--- config.mk ---
export PLATFORM = sky130hd
export DESIGN_NAME = nearest_palette_color_flat
export DESIGN_NICKNAME = d
export VERILOG_FILES = /design/src/hw/rtl/npc_pkg.sv /design/src/hw/rtl/npc_if.sv /design/src/hw/rtl/npc_sqr.sv /design/src/hw/rtl/npc_isqrt.sv /design/src/hw/rtl/nearest_palette_color.sv /design/src/flat_wrapper.sv
export SDC_FILE = /design/constraint.sdc
export NUM_CORES = 1
export LEC_CHECK = 0
export BUFFER_PORTS_ARGS = -buffer_cell sky130_fd_sc_hd__buf_2
export CORE_MARGIN = 3
export CORE_UTILIZATION = 45
export CTS_CLUSTER_DIAMETER = 50
export DETAILED_ROUTE_END_ITERATION = 7
export GPL_TIMING_DRIVEN = 0
export SLEW_MARGIN = 20
export SYNTH_ARGS = -nofsm -noshare
export SYNTH_HDL_FRONTEND = slang
export SYNTH_SLANG_ARGS = --single-unit
--- constraint.sdc ---
create_clock -name clk -period 8.5 [get_ports clk]
set_clock_uncertainty 0.15 [all_clocks]
set_input_delay 0.85 -clock clk [delete_from_list [all_inputs] [get_ports clk]]
set_output_delay 0.85 -clock clk [all_outputs]
set_load 0.01 [all_outputs]
--- src/hw/rtl/npc_pkg.sv ---
// Shared widths, constants and palette reset values for the nearest palette colour block.
package npc_pkg;

  localparam int NUM_COLORS_DEF = 8;
  localparam int PAL_REGS       = 8;
  localparam int PAL_SEL_W      = 3;
  localparam int CHAN_W         = 8;
  localparam int RGB_W          = 3 * CHAN_W;
  localparam int IDX_OUT_W      = 3;
  localparam int DIST_W         = 9;
  localparam int SQ_W           = 2 * DIST_W;
  localparam int CFG_IDX_W      = 4;
  localparam int MUL_CNT_W      = 3;
  localparam int MAX_DIST       = 441;

  localparam logic [RGB_W-1:0] PAL_RESET [PAL_REGS] = '{
    24'hFF0000, 24'h00FF00, 24'h0000FF, 24'hFFFF00,
    24'hFF00FF, 24'h00FFFF, 24'hFFFFFF, 24'h000000
  };

endpackage

--- src/hw/rtl/npc_if.sv ---
// Handshake interfaces for the sample, result and configuration channels.
interface npc_sample_if;
  import npc_pkg::*;
  logic              valid;
  logic              ready;
  logic [CHAN_W-1:0] red;
  logic [CHAN_W-1:0] green;
  logic [CHAN_W-1:0] blue;
  modport source (output valid, red, green, blue, input ready);
  modport sink   (input valid, red, green, blue, output ready);
endinterface

interface npc_result_if;
  import npc_pkg::*;
  logic                 valid;
  logic                 ready;
  logic [IDX_OUT_W-1:0] color_index;
  logic [DIST_W-1:0]    distance;
  modport source (output valid, color_index, distance, input ready);
  modport sink   (input valid, color_index, distance, output ready);
endinterface

interface npc_cfg_if;
  import npc_pkg::*;
  logic                 valid;
  logic                 ready;
  logic [CFG_IDX_W-1:0] index;
  logic [RGB_W-1:0]     data;
  modport source (output valid, index, data, input ready);
  modport sink   (input valid, index, data, output ready);
endinterface

--- src/hw/rtl/npc_sqr.sv ---
// Bit-serial squarer: one multiplier bit per cycle, eight shift-add steps per load.
module npc_sqr (
  input  logic                      clk,
  input  logic                      load,
  input  logic [npc_pkg::CHAN_W-1:0]   d,
  output logic [2*npc_pkg::CHAN_W-1:0] sq
);
  import npc_pkg::*;

  logic [2*CHAN_W-1:0] mcand;
  logic [CHAN_W-1:0]   mplier;
  logic [2*CHAN_W-1:0] acc;

  // Once the multiplier has shifted out, further steps add nothing.
  always_ff @(posedge clk) begin
    if (load) begin
      mcand  <= {{CHAN_W{1'b0}}, d};
      mplier <= d;
      acc    <= '0;
    end else begin
      if (mplier[0]) begin
        acc <= acc + mcand;
      end
      mcand  <= {mcand[2*CHAN_W-2:0], 1'b0};
      mplier <= {1'b0, mplier[CHAN_W-1:1]};
    end
  end

  assign sq = acc;

endmodule

--- src/hw/rtl/npc_isqrt.sv ---
// Restoring integer square root, two radicand bits per cycle.
module npc_isqrt (
  input  logic                      clk,
  input  logic                      rst,
  input  logic                      start,
  input  logic [npc_pkg::SQ_W-1:0]  radicand,
  output logic                      done,
  output logic [npc_pkg::DIST_W-1:0] root
);
  import npc_pkg::*;

  localparam int REM_W = DIST_W + 1;
  localparam int CNT_W = $clog2(DIST_W);

  logic              busy;
  logic [CNT_W-1:0]  cnt;
  logic [SQ_W-1:0]   rad;
  logic [REM_W-1:0]  rem;
  logic [REM_W+1:0]  rem_trial;
  logic [DIST_W+1:0] trial;
  logic              ge;
  logic [REM_W-1:0]  rem_next;
  logic [DIST_W-1:0] root_next;

  always_comb begin
    rem_trial = {rem, rad[SQ_W-1 -: 2]};
    trial     = {root, 2'b01};
    ge        = rem_trial >= (REM_W+2)'(trial);
    rem_next  = ge ? REM_W'(rem_trial - (REM_W+2)'(trial)) : REM_W'(rem_trial);
    root_next = {root[DIST_W-2:0], ge};
  end

  always_ff @(posedge clk) begin
    if (rst) begin
      busy <= 1'b0;
      done <= 1'b0;
    end else begin
      done <= 1'b0;
      if (start) begin
        busy <= 1'b1;
        cnt  <= '0;
        rem  <= '0;
        root <= '0;
        rad  <= radicand;
      end else if (busy) begin
        rem  <= rem_next;
        root <= root_next;
        rad  <= {rad[SQ_W-3:0], 2'b00};
        cnt  <= cnt + 1'b1;
        if (cnt == CNT_W'(DIST_W - 1)) begin
          busy <= 1'b0;
          done <= 1'b1;
        end
      end
    end
  end

endmodule

--- src/hw/rtl/nearest_palette_color.sv ---
// Top level: nearest palette colour by floor root of squared RGB distance.
//
//   channel  modport  moves
//   sample   sink     red, green, blue of one sample
//   result   source   color_index, distance of the nearest entry
//   cfg      sink     palette register index and 24-bit packed colour
//
// Each palette entry passes through a load, eight bit-serial squaring steps
// (three squarers in parallel), a sum, and nine root steps plus a done strobe in
// the shared root unit.
// Reset is synchronous and restores the default palette; there is no clearing pass.
// A finished result waits in the output register while the next sample is taken;
// only a second result finding it still full holds the sequencer.
module nearest_palette_color #(
  parameter int NUM_COLORS = npc_pkg::NUM_COLORS_DEF
) (
  input  logic        clk,
  input  logic        rst,
  npc_sample_if.sink  sample,
  npc_result_if.source result,
  npc_cfg_if.sink     cfg
);
  import npc_pkg::*;

  localparam int IDX_W = (NUM_COLORS > 1) ? $clog2(NUM_COLORS) : 1;

  typedef enum logic [2:0] {
    S_IDLE, S_LOAD, S_MUL, S_SUM, S_ROOT, S_OUT
  } state_t;

  state_t                 state;
  logic [IDX_W-1:0]       k;
  logic [MUL_CNT_W-1:0]   cnt;
  logic [RGB_W-1:0]       palette [PAL_REGS];
  logic [CHAN_W-1:0]      s_red, s_green, s_blue;
  logic [IDX_W-1:0]       best_idx;
  logic [DIST_W-1:0]      best_dist;

  logic [RGB_W-1:0]       pal;
  logic [CHAN_W-1:0]      d_red, d_green, d_blue;
  logic [2*CHAN_W-1:0]    sq_red, sq_green, sq_blue;
  logic [SQ_W-1:0]        sq_sum;
  logic                   sq_load;
  logic                   sqrt_start;
  logic                   sqrt_done;
  logic [DIST_W-1:0]      root;
  logic                   last;

  function automatic logic [CHAN_W-1:0] abs_diff(input logic [CHAN_W-1:0] a,
                                                  input logic [CHAN_W-1:0] b);
    return (a > b) ? a - b : b - a;
  endfunction

  always_comb begin
    pal        = palette[PAL_SEL_W'(k)];
    d_red      = abs_diff(pal[3*CHAN_W-1 -: CHAN_W], s_red);
    d_green    = abs_diff(pal[2*CHAN_W-1 -: CHAN_W], s_green);
    d_blue     = abs_diff(pal[CHAN_W-1:0], s_blue);
    sq_sum     = SQ_W'(sq_red) + SQ_W'(sq_green) + SQ_W'(sq_blue);
    sq_load    = state == S_LOAD;
    sqrt_start = state == S_SUM;
    last       = k == IDX_W'(NUM_COLORS - 1);
  end

  npc_sqr u_sqr_red   (.clk(clk), .load(sq_load), .d(d_red),   .sq(sq_red));
  npc_sqr u_sqr_green (.clk(clk), .load(sq_load), .d(d_green), .sq(sq_green));
  npc_sqr u_sqr_blue  (.clk(clk), .load(sq_load), .d(d_blue),  .sq(sq_blue));

  npc_isqrt u_isqrt (
    .clk(clk), .rst(rst), .start(sqrt_start), .radicand(sq_sum),
    .done(sqrt_done), .root(root)
  );

  assign sample.ready = state == S_IDLE;
  assign cfg.ready    = 1'b1;

  // Palette registers; writes beyond the register list are dropped.
  always_ff @(posedge clk) begin
    if (rst) begin
      for (int i = 0; i < PAL_REGS; i++) begin
        palette[i] <= PAL_RESET[i];
      end
    end else if (cfg.valid && cfg.index < CFG_IDX_W'(PAL_REGS)) begin
      palette[PAL_SEL_W'(cfg.index)] <= cfg.data;
    end
  end

  always_ff @(posedge clk) begin
    if (rst) begin
      state        <= S_IDLE;
      result.valid <= 1'b0;
    end else begin
      // In the output state a taken result is replaced by the new one below.
      if (result.valid && result.ready && state != S_OUT) begin
        result.valid <= 1'b0;
      end
      case (state)
        S_IDLE: begin
          if (sample.valid) begin
            s_red   <= sample.red;
            s_green <= sample.green;
            s_blue  <= sample.blue;
            k       <= '0;
            state   <= S_LOAD;
          end
        end
        S_LOAD: begin
          cnt   <= '0;
          state <= S_MUL;
        end
        S_MUL: begin
          cnt <= cnt + 1'b1;
          if (cnt == MUL_CNT_W'(CHAN_W - 1)) begin
            state <= S_SUM;
          end
        end
        S_SUM: begin
          state <= S_ROOT;
        end
        S_ROOT: begin
          if (sqrt_done) begin
            // Only a strictly smaller root displaces the best so far.
            if (k == '0 || root < best_dist) begin
              best_idx  <= k;
              best_dist <= root;
            end
            if (last) begin
              state <= S_OUT;
            end else begin
              k     <= k + 1'b1;
              state <= S_LOAD;
            end
          end
        end
        S_OUT: begin
          if (!result.valid || result.ready) begin
            result.valid       <= 1'b1;
            result.color_index <= IDX_OUT_W'(best_idx);
            result.distance    <= best_dist;
            state              <= S_IDLE;
          end
        end
        default: begin
          state <= S_IDLE;
        end
      endcase
    end
  end

`ifndef NO_ASSERTIONS
  a_done_in_root: assert property (@(posedge clk) disable iff (rst)
    sqrt_done |-> state == S_ROOT)
    else $error("root unit finished outside the root phase");

  a_accept_starts: assert property (@(posedge clk) disable iff (rst)
    sample.valid && sample.ready |=> state == S_LOAD && k == '0)
    else $error("accepted sample did not start at palette entry zero");

  a_dist_range: assert property (@(posedge clk) disable iff (rst)
    result.valid |-> result.distance <= DIST_W'(MAX_DIST))
    else $error("result distance beyond the largest possible root");

  a_index_range: assert property (@(posedge clk) disable iff (rst)
    result.valid |-> result.color_index <= IDX_OUT_W'(NUM_COLORS - 1))
    else $error("result index beyond the active palette");
`endif

endmodule
--- src/flat_wrapper.sv ---
// flat-port wrapper written by rule: the top's interface ports become plain ports
module nearest_palette_color_flat import npc_pkg::*;
#(
  parameter int NUM_COLORS = npc_pkg::NUM_COLORS_DEF
)
  (clk, rst, sample_valid, sample_red, sample_green, sample_blue, sample_ready, result_valid, result_color_index, result_distance, result_ready, cfg_valid, cfg_index, cfg_data, cfg_ready);
  npc_sample_if sample_i ();
  npc_result_if result_i ();
  npc_cfg_if cfg_i ();
  input  logic clk;
  input  logic rst;
  input wire logic [$bits(sample_i.valid)-1:0] sample_valid;
  input wire logic [$bits(sample_i.red)-1:0] sample_red;
  input wire logic [$bits(sample_i.green)-1:0] sample_green;
  input wire logic [$bits(sample_i.blue)-1:0] sample_blue;
  output wire logic [$bits(sample_i.ready)-1:0] sample_ready;
  output wire logic [$bits(result_i.valid)-1:0] result_valid;
  output wire logic [$bits(result_i.color_index)-1:0] result_color_index;
  output wire logic [$bits(result_i.distance)-1:0] result_distance;
  input wire logic [$bits(result_i.ready)-1:0] result_ready;
  input wire logic [$bits(cfg_i.valid)-1:0] cfg_valid;
  input wire logic [$bits(cfg_i.index)-1:0] cfg_index;
  input wire logic [$bits(cfg_i.data)-1:0] cfg_data;
  output wire logic [$bits(cfg_i.ready)-1:0] cfg_ready;
  assign sample_i.valid = sample_valid;
  assign sample_i.red = sample_red;
  assign sample_i.green = sample_green;
  assign sample_i.blue = sample_blue;
  assign sample_ready = sample_i.ready;
  assign result_valid = result_i.valid;
  assign result_color_index = result_i.color_index;
  assign result_distance = result_i.distance;
  assign result_i.ready = result_ready;
  assign cfg_i.valid = cfg_valid;
  assign cfg_i.index = cfg_index;
  assign cfg_i.data = cfg_data;
  assign cfg_ready = cfg_i.ready;
  nearest_palette_color #(.NUM_COLORS(NUM_COLORS)) u_core (.clk(clk), .rst(rst), .sample(sample_i), .result(result_i), .cfg(cfg_i));
endmodule
==> impl_results.rst <==
.. list-table::
   :header-rows: 1

   * - Metric
     - Value
   * - Result of the run
     - completed
   * - Setup repair after global routing missed its margin
     - no
   * - Vias per Instance
     - 5.45
   * - Maximum number of buffers from clock root to sink
     - 3
   * - Number of flops mapped to enable cells by yosys
     - 287
   * - RePlAce Congestion
     - 0.857
   * - Cell types with the largest area share after synthesis
     - sky130_fd_sc_hd__edfxtp_1, sky130_fd_sc_hd__dfxtp_1, sky130_fd_sc_hd__ha_1, sky130_fd_sc_hd__mux4_2, sky130_fd_sc_hd__mux2i_1
   * - Via count
     - 15351
   * - Power density over cell area
     - 312 nW/um^2
   * - Clock-pin slew of the registers on the worst-case setup and hold paths
     - 60 ps
   * - Avg WL per Cell
     - 18.9 um
   * - Kind of start point of the critical path
     - register
   * - Layout Nets
     - 2330
   * - Final number of setup-violating endpoints
     - 0
   * - Floorplan die area
     - 52800 um^2
   * - Final-report max-slew violation count
     - 0
   * - Worst reg-to-reg path cell count
     - 13
   * - P&R area growth vs syn
     - 13.4%
   * - Top cell type by total area after synthesis
     - sky130_fd_sc_hd__edfxtp_1
   * - Post-Syn Nets
     - 2201
   * - Cell count of the worst hold path
     - 2
   * - Highest net fanout along the worst path
     - 10
   * - Final Hold Vio Count
     - 0
   * - Combinational fraction of design power
     - 0.384
   * - Vias in the first global route
     - 15508
   * - Worst vdd rail ir drop
     - 0.165 mV
   * - Area of placed instances
     - 23800 um^2
   * - Most instantiated flip-flop cell in the synthesis netlist
     - sky130_fd_sc_hd__edfxtp_1
   * - Kind of path behind the tightest hold check
     - reg -> reg
   * - Critical path data required time
     - 8810 ps
   * - Internal power
     - 5.19 mW
   * - Starting DRC count in detailed routing
     - 920
   * - TritonCTS clock tree
     - yes
   * - Sequential share of power
     - 0.337
   * - Fraction of synthesized cell area taken by the top area cell type
     - 0.382
   * - Number of antenna violations at the first check in global routing
     - 2
   * - Final total negative setup slack
     - 0 ps
   * - Data arrival time of the critical path
     - 5130 ps
   * - Number of instances in the synthesized netlist
     - 1983
   * - Leading cell types in the layout, fill and taps excluded
     - sky130_fd_sc_hd__edfxtp_1, sky130_fd_sc_hd__ha_1, sky130_fd_sc_hd__nor2_1, sky130_fd_sc_hd__and2_1, sky130_fd_sc_hd__dfxtp_1
   * - Count of buffers added by post-CTS timing repair for setup
     - 0
   * - Residual DRC count
     - 0
   * - Post-route antenna net violation count
     - 0
   * - Width of the die
     - 230 um
   * - Num ports
     - 72
   * - Critical path type
     - reg -> reg
   * - Clk network pwr share
     - 0.279
   * - Placed cells
     - 2720
   * - Leading cell type in the layout, fill and taps excluded
     - sky130_fd_sc_hd__edfxtp_1
   * - Average instance area after synthesis
     - 11.4 um^2
   * - Switching Share
     - 0.349
   * - GRT overflow
     - 0
   * - Overall track demand over capacity in global routing
     - 0.203
   * - Tcrit/Tclk final
     - 0.567
   * - Static leakage
     - 10.3 nW
   * - Placeable core area
     - 49300 um^2
   * - Proportion of synthesized chip area in sequential cells
     - 0.497
   * - Final core area utilization
     - 0.519
   * - Clock latency on the worst-skew pair
     - 600 ps
   * - Category of the worst setup path capture point
     - register
   * - Fraction of final layout cells sized beyond drive strength 1
     - 0.121
   * - Number of gates resized after cts
     - 0
   * - Worst rel slew slack
     - 0.383
   * - Cell area after synthesis
     - 22500 um^2
   * - Total clock sinks
     - 416
   * - Final Non-Filler Cells
     - 2818
   * - Root buffer selected by CTS
     - sky130_fd_sc_hd__clkbuf_16
   * - Max Cap Viol
     - 0
   * - Clock buffers created by TritonCTS
     - 54
   * - Starting Density
     - 0.458
   * - I/O Buffers
     - 70
   * - Post-DP HPWL
     - 38.7 mm
   * - Layout Cell Area excl Fill
     - 25600 um^2
   * - CTS H-tree lvls
     - 2
   * - Share of synthesized flip-flops with an asynchronous set or reset
     - 0
   * - Switching power
     - 2.78 mW
   * - Global-route wire length before repair
     - 84.4 mm
   * - First-pass iteration count of the detailed router
     - 5
   * - Max Clock Freq
     - 207 MHz
   * - Post-layout minimum cycle time
     - 4820 ps
   * - CTS Hold Buffers Added
     - 0
   * - Routed WL
     - 53.4 mm
   * - Post-synth cell types
     - 70
   * - Number of rows in the core area
     - 81
   * - Post-synthesis sequential element count
     - 416
   * - Yosys synthesis warning count
     - 0
   * - Pin count of the biggest net entering global routing
     - 26
   * - Least-Margin Pin Slew
     - 923 ps
   * - Vertical extent of the die
     - 230 um
cell families (layout without fill, tap and decap cells):
| logic type | Yosys count | after routing | share of synthesized area |
|---|---|---|---|
| AO/OA/AOI/OAI | 344 | 344 | 0.101 |
| XOR/XNOR | 76 | 76 | 0.0295 |
| adder cells (fa/ha/maj) | 161 | 161 | 0.0930 |
| buffers and inverters | 187 | 357 | 0.0330 |
| flip-flops | 416 | 416 | 0.497 |
| multiplexers | 149 | 149 | 0.0942 |
| other | 1 | 2 | 0.000166 |
| AND/OR/NAND/NOR | 649 | 649 | 0.152 |
metrics by stage:
step | worst slack [ps] | power [mW] | hold WS [ps]
after floorplan | 4720 | 5.09 | 249
after global placement | 3740 | 5.73 | 255
after detailed placement | 3640 | 5.79 | 255
after CTS | 3630 | 8.04 | 237
after global routing | 3360 | 8.53 | 258
final | 3680 | 7.97 | 265
metal layers:
metal	track usage	up-vias	wire length [um]
met2	0.352	291	26000
met5	0	-	8
met3	0.0305	88	2210
li1	-	7509	-
met4	0.0620	2	1400
met1	0.263	7461	23800
synthesized netlist by cell type (6+ instances only):
| cell | number |
|---|---|
| sky130_fd_sc_hd__buf_1 | 8 |
| sky130_fd_sc_hd__and2_1 | 133 |
| sky130_fd_sc_hd__nor3_1 | 24 |
| sky130_fd_sc_hd__mux2i_1 | 85 |
| sky130_fd_sc_hd__o21ai_0 | 74 |
| sky130_fd_sc_hd__or3_1 | 89 |
| sky130_fd_sc_hd__o211ai_1 | 13 |
| sky130_fd_sc_hd__o21bai_1 | 8 |
| sky130_fd_sc_hd__nor3b_1 | 6 |
| sky130_fd_sc_hd__xor2_1 | 27 |
| sky130_fd_sc_hd__a221oi_1 | 10 |
| sky130_fd_sc_hd__nor2b_1 | 23 |
| sky130_fd_sc_hd__nor2_1 | 150 |
| sky130_fd_sc_hd__mux4_2 | 48 |
| sky130_fd_sc_hd__a21o_1 | 40 |
| sky130_fd_sc_hd__mux2_2 | 13 |
| sky130_fd_sc_hd__fa_1 | 11 |
| sky130_fd_sc_hd__nand4_1 | 14 |
| sky130_fd_sc_hd__and3_1 | 11 |
| sky130_fd_sc_hd__nand3_1 | 16 |
| sky130_fd_sc_hd__or2_2 | 14 |
| sky130_fd_sc_hd__a211oi_1 | 19 |
| sky130_fd_sc_hd__a21oi_1 | 89 |
| sky130_fd_sc_hd__xnor2_1 | 49 |
| sky130_fd_sc_hd__nand2b_1 | 43 |
| sky130_fd_sc_hd__clkbuf_1 | 58 |
| sky130_fd_sc_hd__inv_1 | 104 |
| sky130_fd_sc_hd__buf_2 | 13 |
| sky130_fd_sc_hd__dfxtp_1 | 129 |
| sky130_fd_sc_hd__ha_1 | 150 |
| sky130_fd_sc_hd__o31ai_1 | 8 |
| sky130_fd_sc_hd__edfxtp_1 | 287 |
| sky130_fd_sc_hd__o21a_1 | 24 |
| sky130_fd_sc_hd__a31oi_1 | 6 |
| sky130_fd_sc_hd__nand2_1 | 103 |
| sky130_fd_sc_hd__nand3b_1 | 10 |
state kept, by name, indices dropped and copies added, names as in the netlist, 16 cells and up, named ones only:
signal                    count
u_core.palette              192
u_core.u_isqrt.rad           18
u_core.u_sqr_blue.mcand      16
u_core.u_sqr_blue.sq         16
u_core.u_sqr_green.mcand     16
u_core.u_sqr_green.sq        16
u_core.u_sqr_red.mcand       16
u_core.u_sqr_red.sq          16
power by group through the flow:
stage	sequential (mW)	combinational, mW	clock (mW)
floorplan	2.63	2.45	0
global placement	2.72	3.00	0
detailed placement	2.73	3.06	0
CTS	2.69	3.08	2.28
global route	2.72	3.46	2.36
finish	2.69	3.06	2.23
final cells by class:
cell class | count | area [um^2]
timing repair buffer | 73 | 405
buffer | 83 | 354
tap | 664 | 831
antenna | 1 | 2.50
fill | 4466 | 23700
inverter | 104 | 390
multi-input combinational | 1380 | 10600
sequential | 416 | 11200
clock buffer | 67 | 1460
clock inverter | 30 | 294
worst paths after layout:
path,slack [ps],end,start
max,3680,u_core.u_sqr_red.mcand[7],register
max reg2reg,3680,u_core.u_sqr_red.mcand[7],register
min,270,u_core.u_sqr_blue.mplier[1],u_core.u_sqr_blue.mplier[2]
min reg2reg,270,u_core.u_sqr_blue.mplier[1],u_core.u_sqr_blue.mplier[2]
worst max-delay path: stages (launching register included):
cell,delay (ps)
sky130_fd_sc_hd__dfxtp_1,390
sky130_fd_sc_hd__clkbuf_1,590
sky130_fd_sc_hd__clkbuf_1,690
sky130_fd_sc_hd__mux4_2,420
sky130_fd_sc_hd__mux2i_1,430
sky130_fd_sc_hd__inv_1,160
sky130_fd_sc_hd__ha_1,360
sky130_fd_sc_hd__nand4_1,110
sky130_fd_sc_hd__o22ai_1,260
sky130_fd_sc_hd__a21o_4,170
sky130_fd_sc_hd__buf_6,160
sky130_fd_sc_hd__mux2i_1,300
sky130_fd_sc_hd__o211ai_1,140
sky130_fd_sc_hd__a221o_1,350
(Power assumes the default switching activity.)
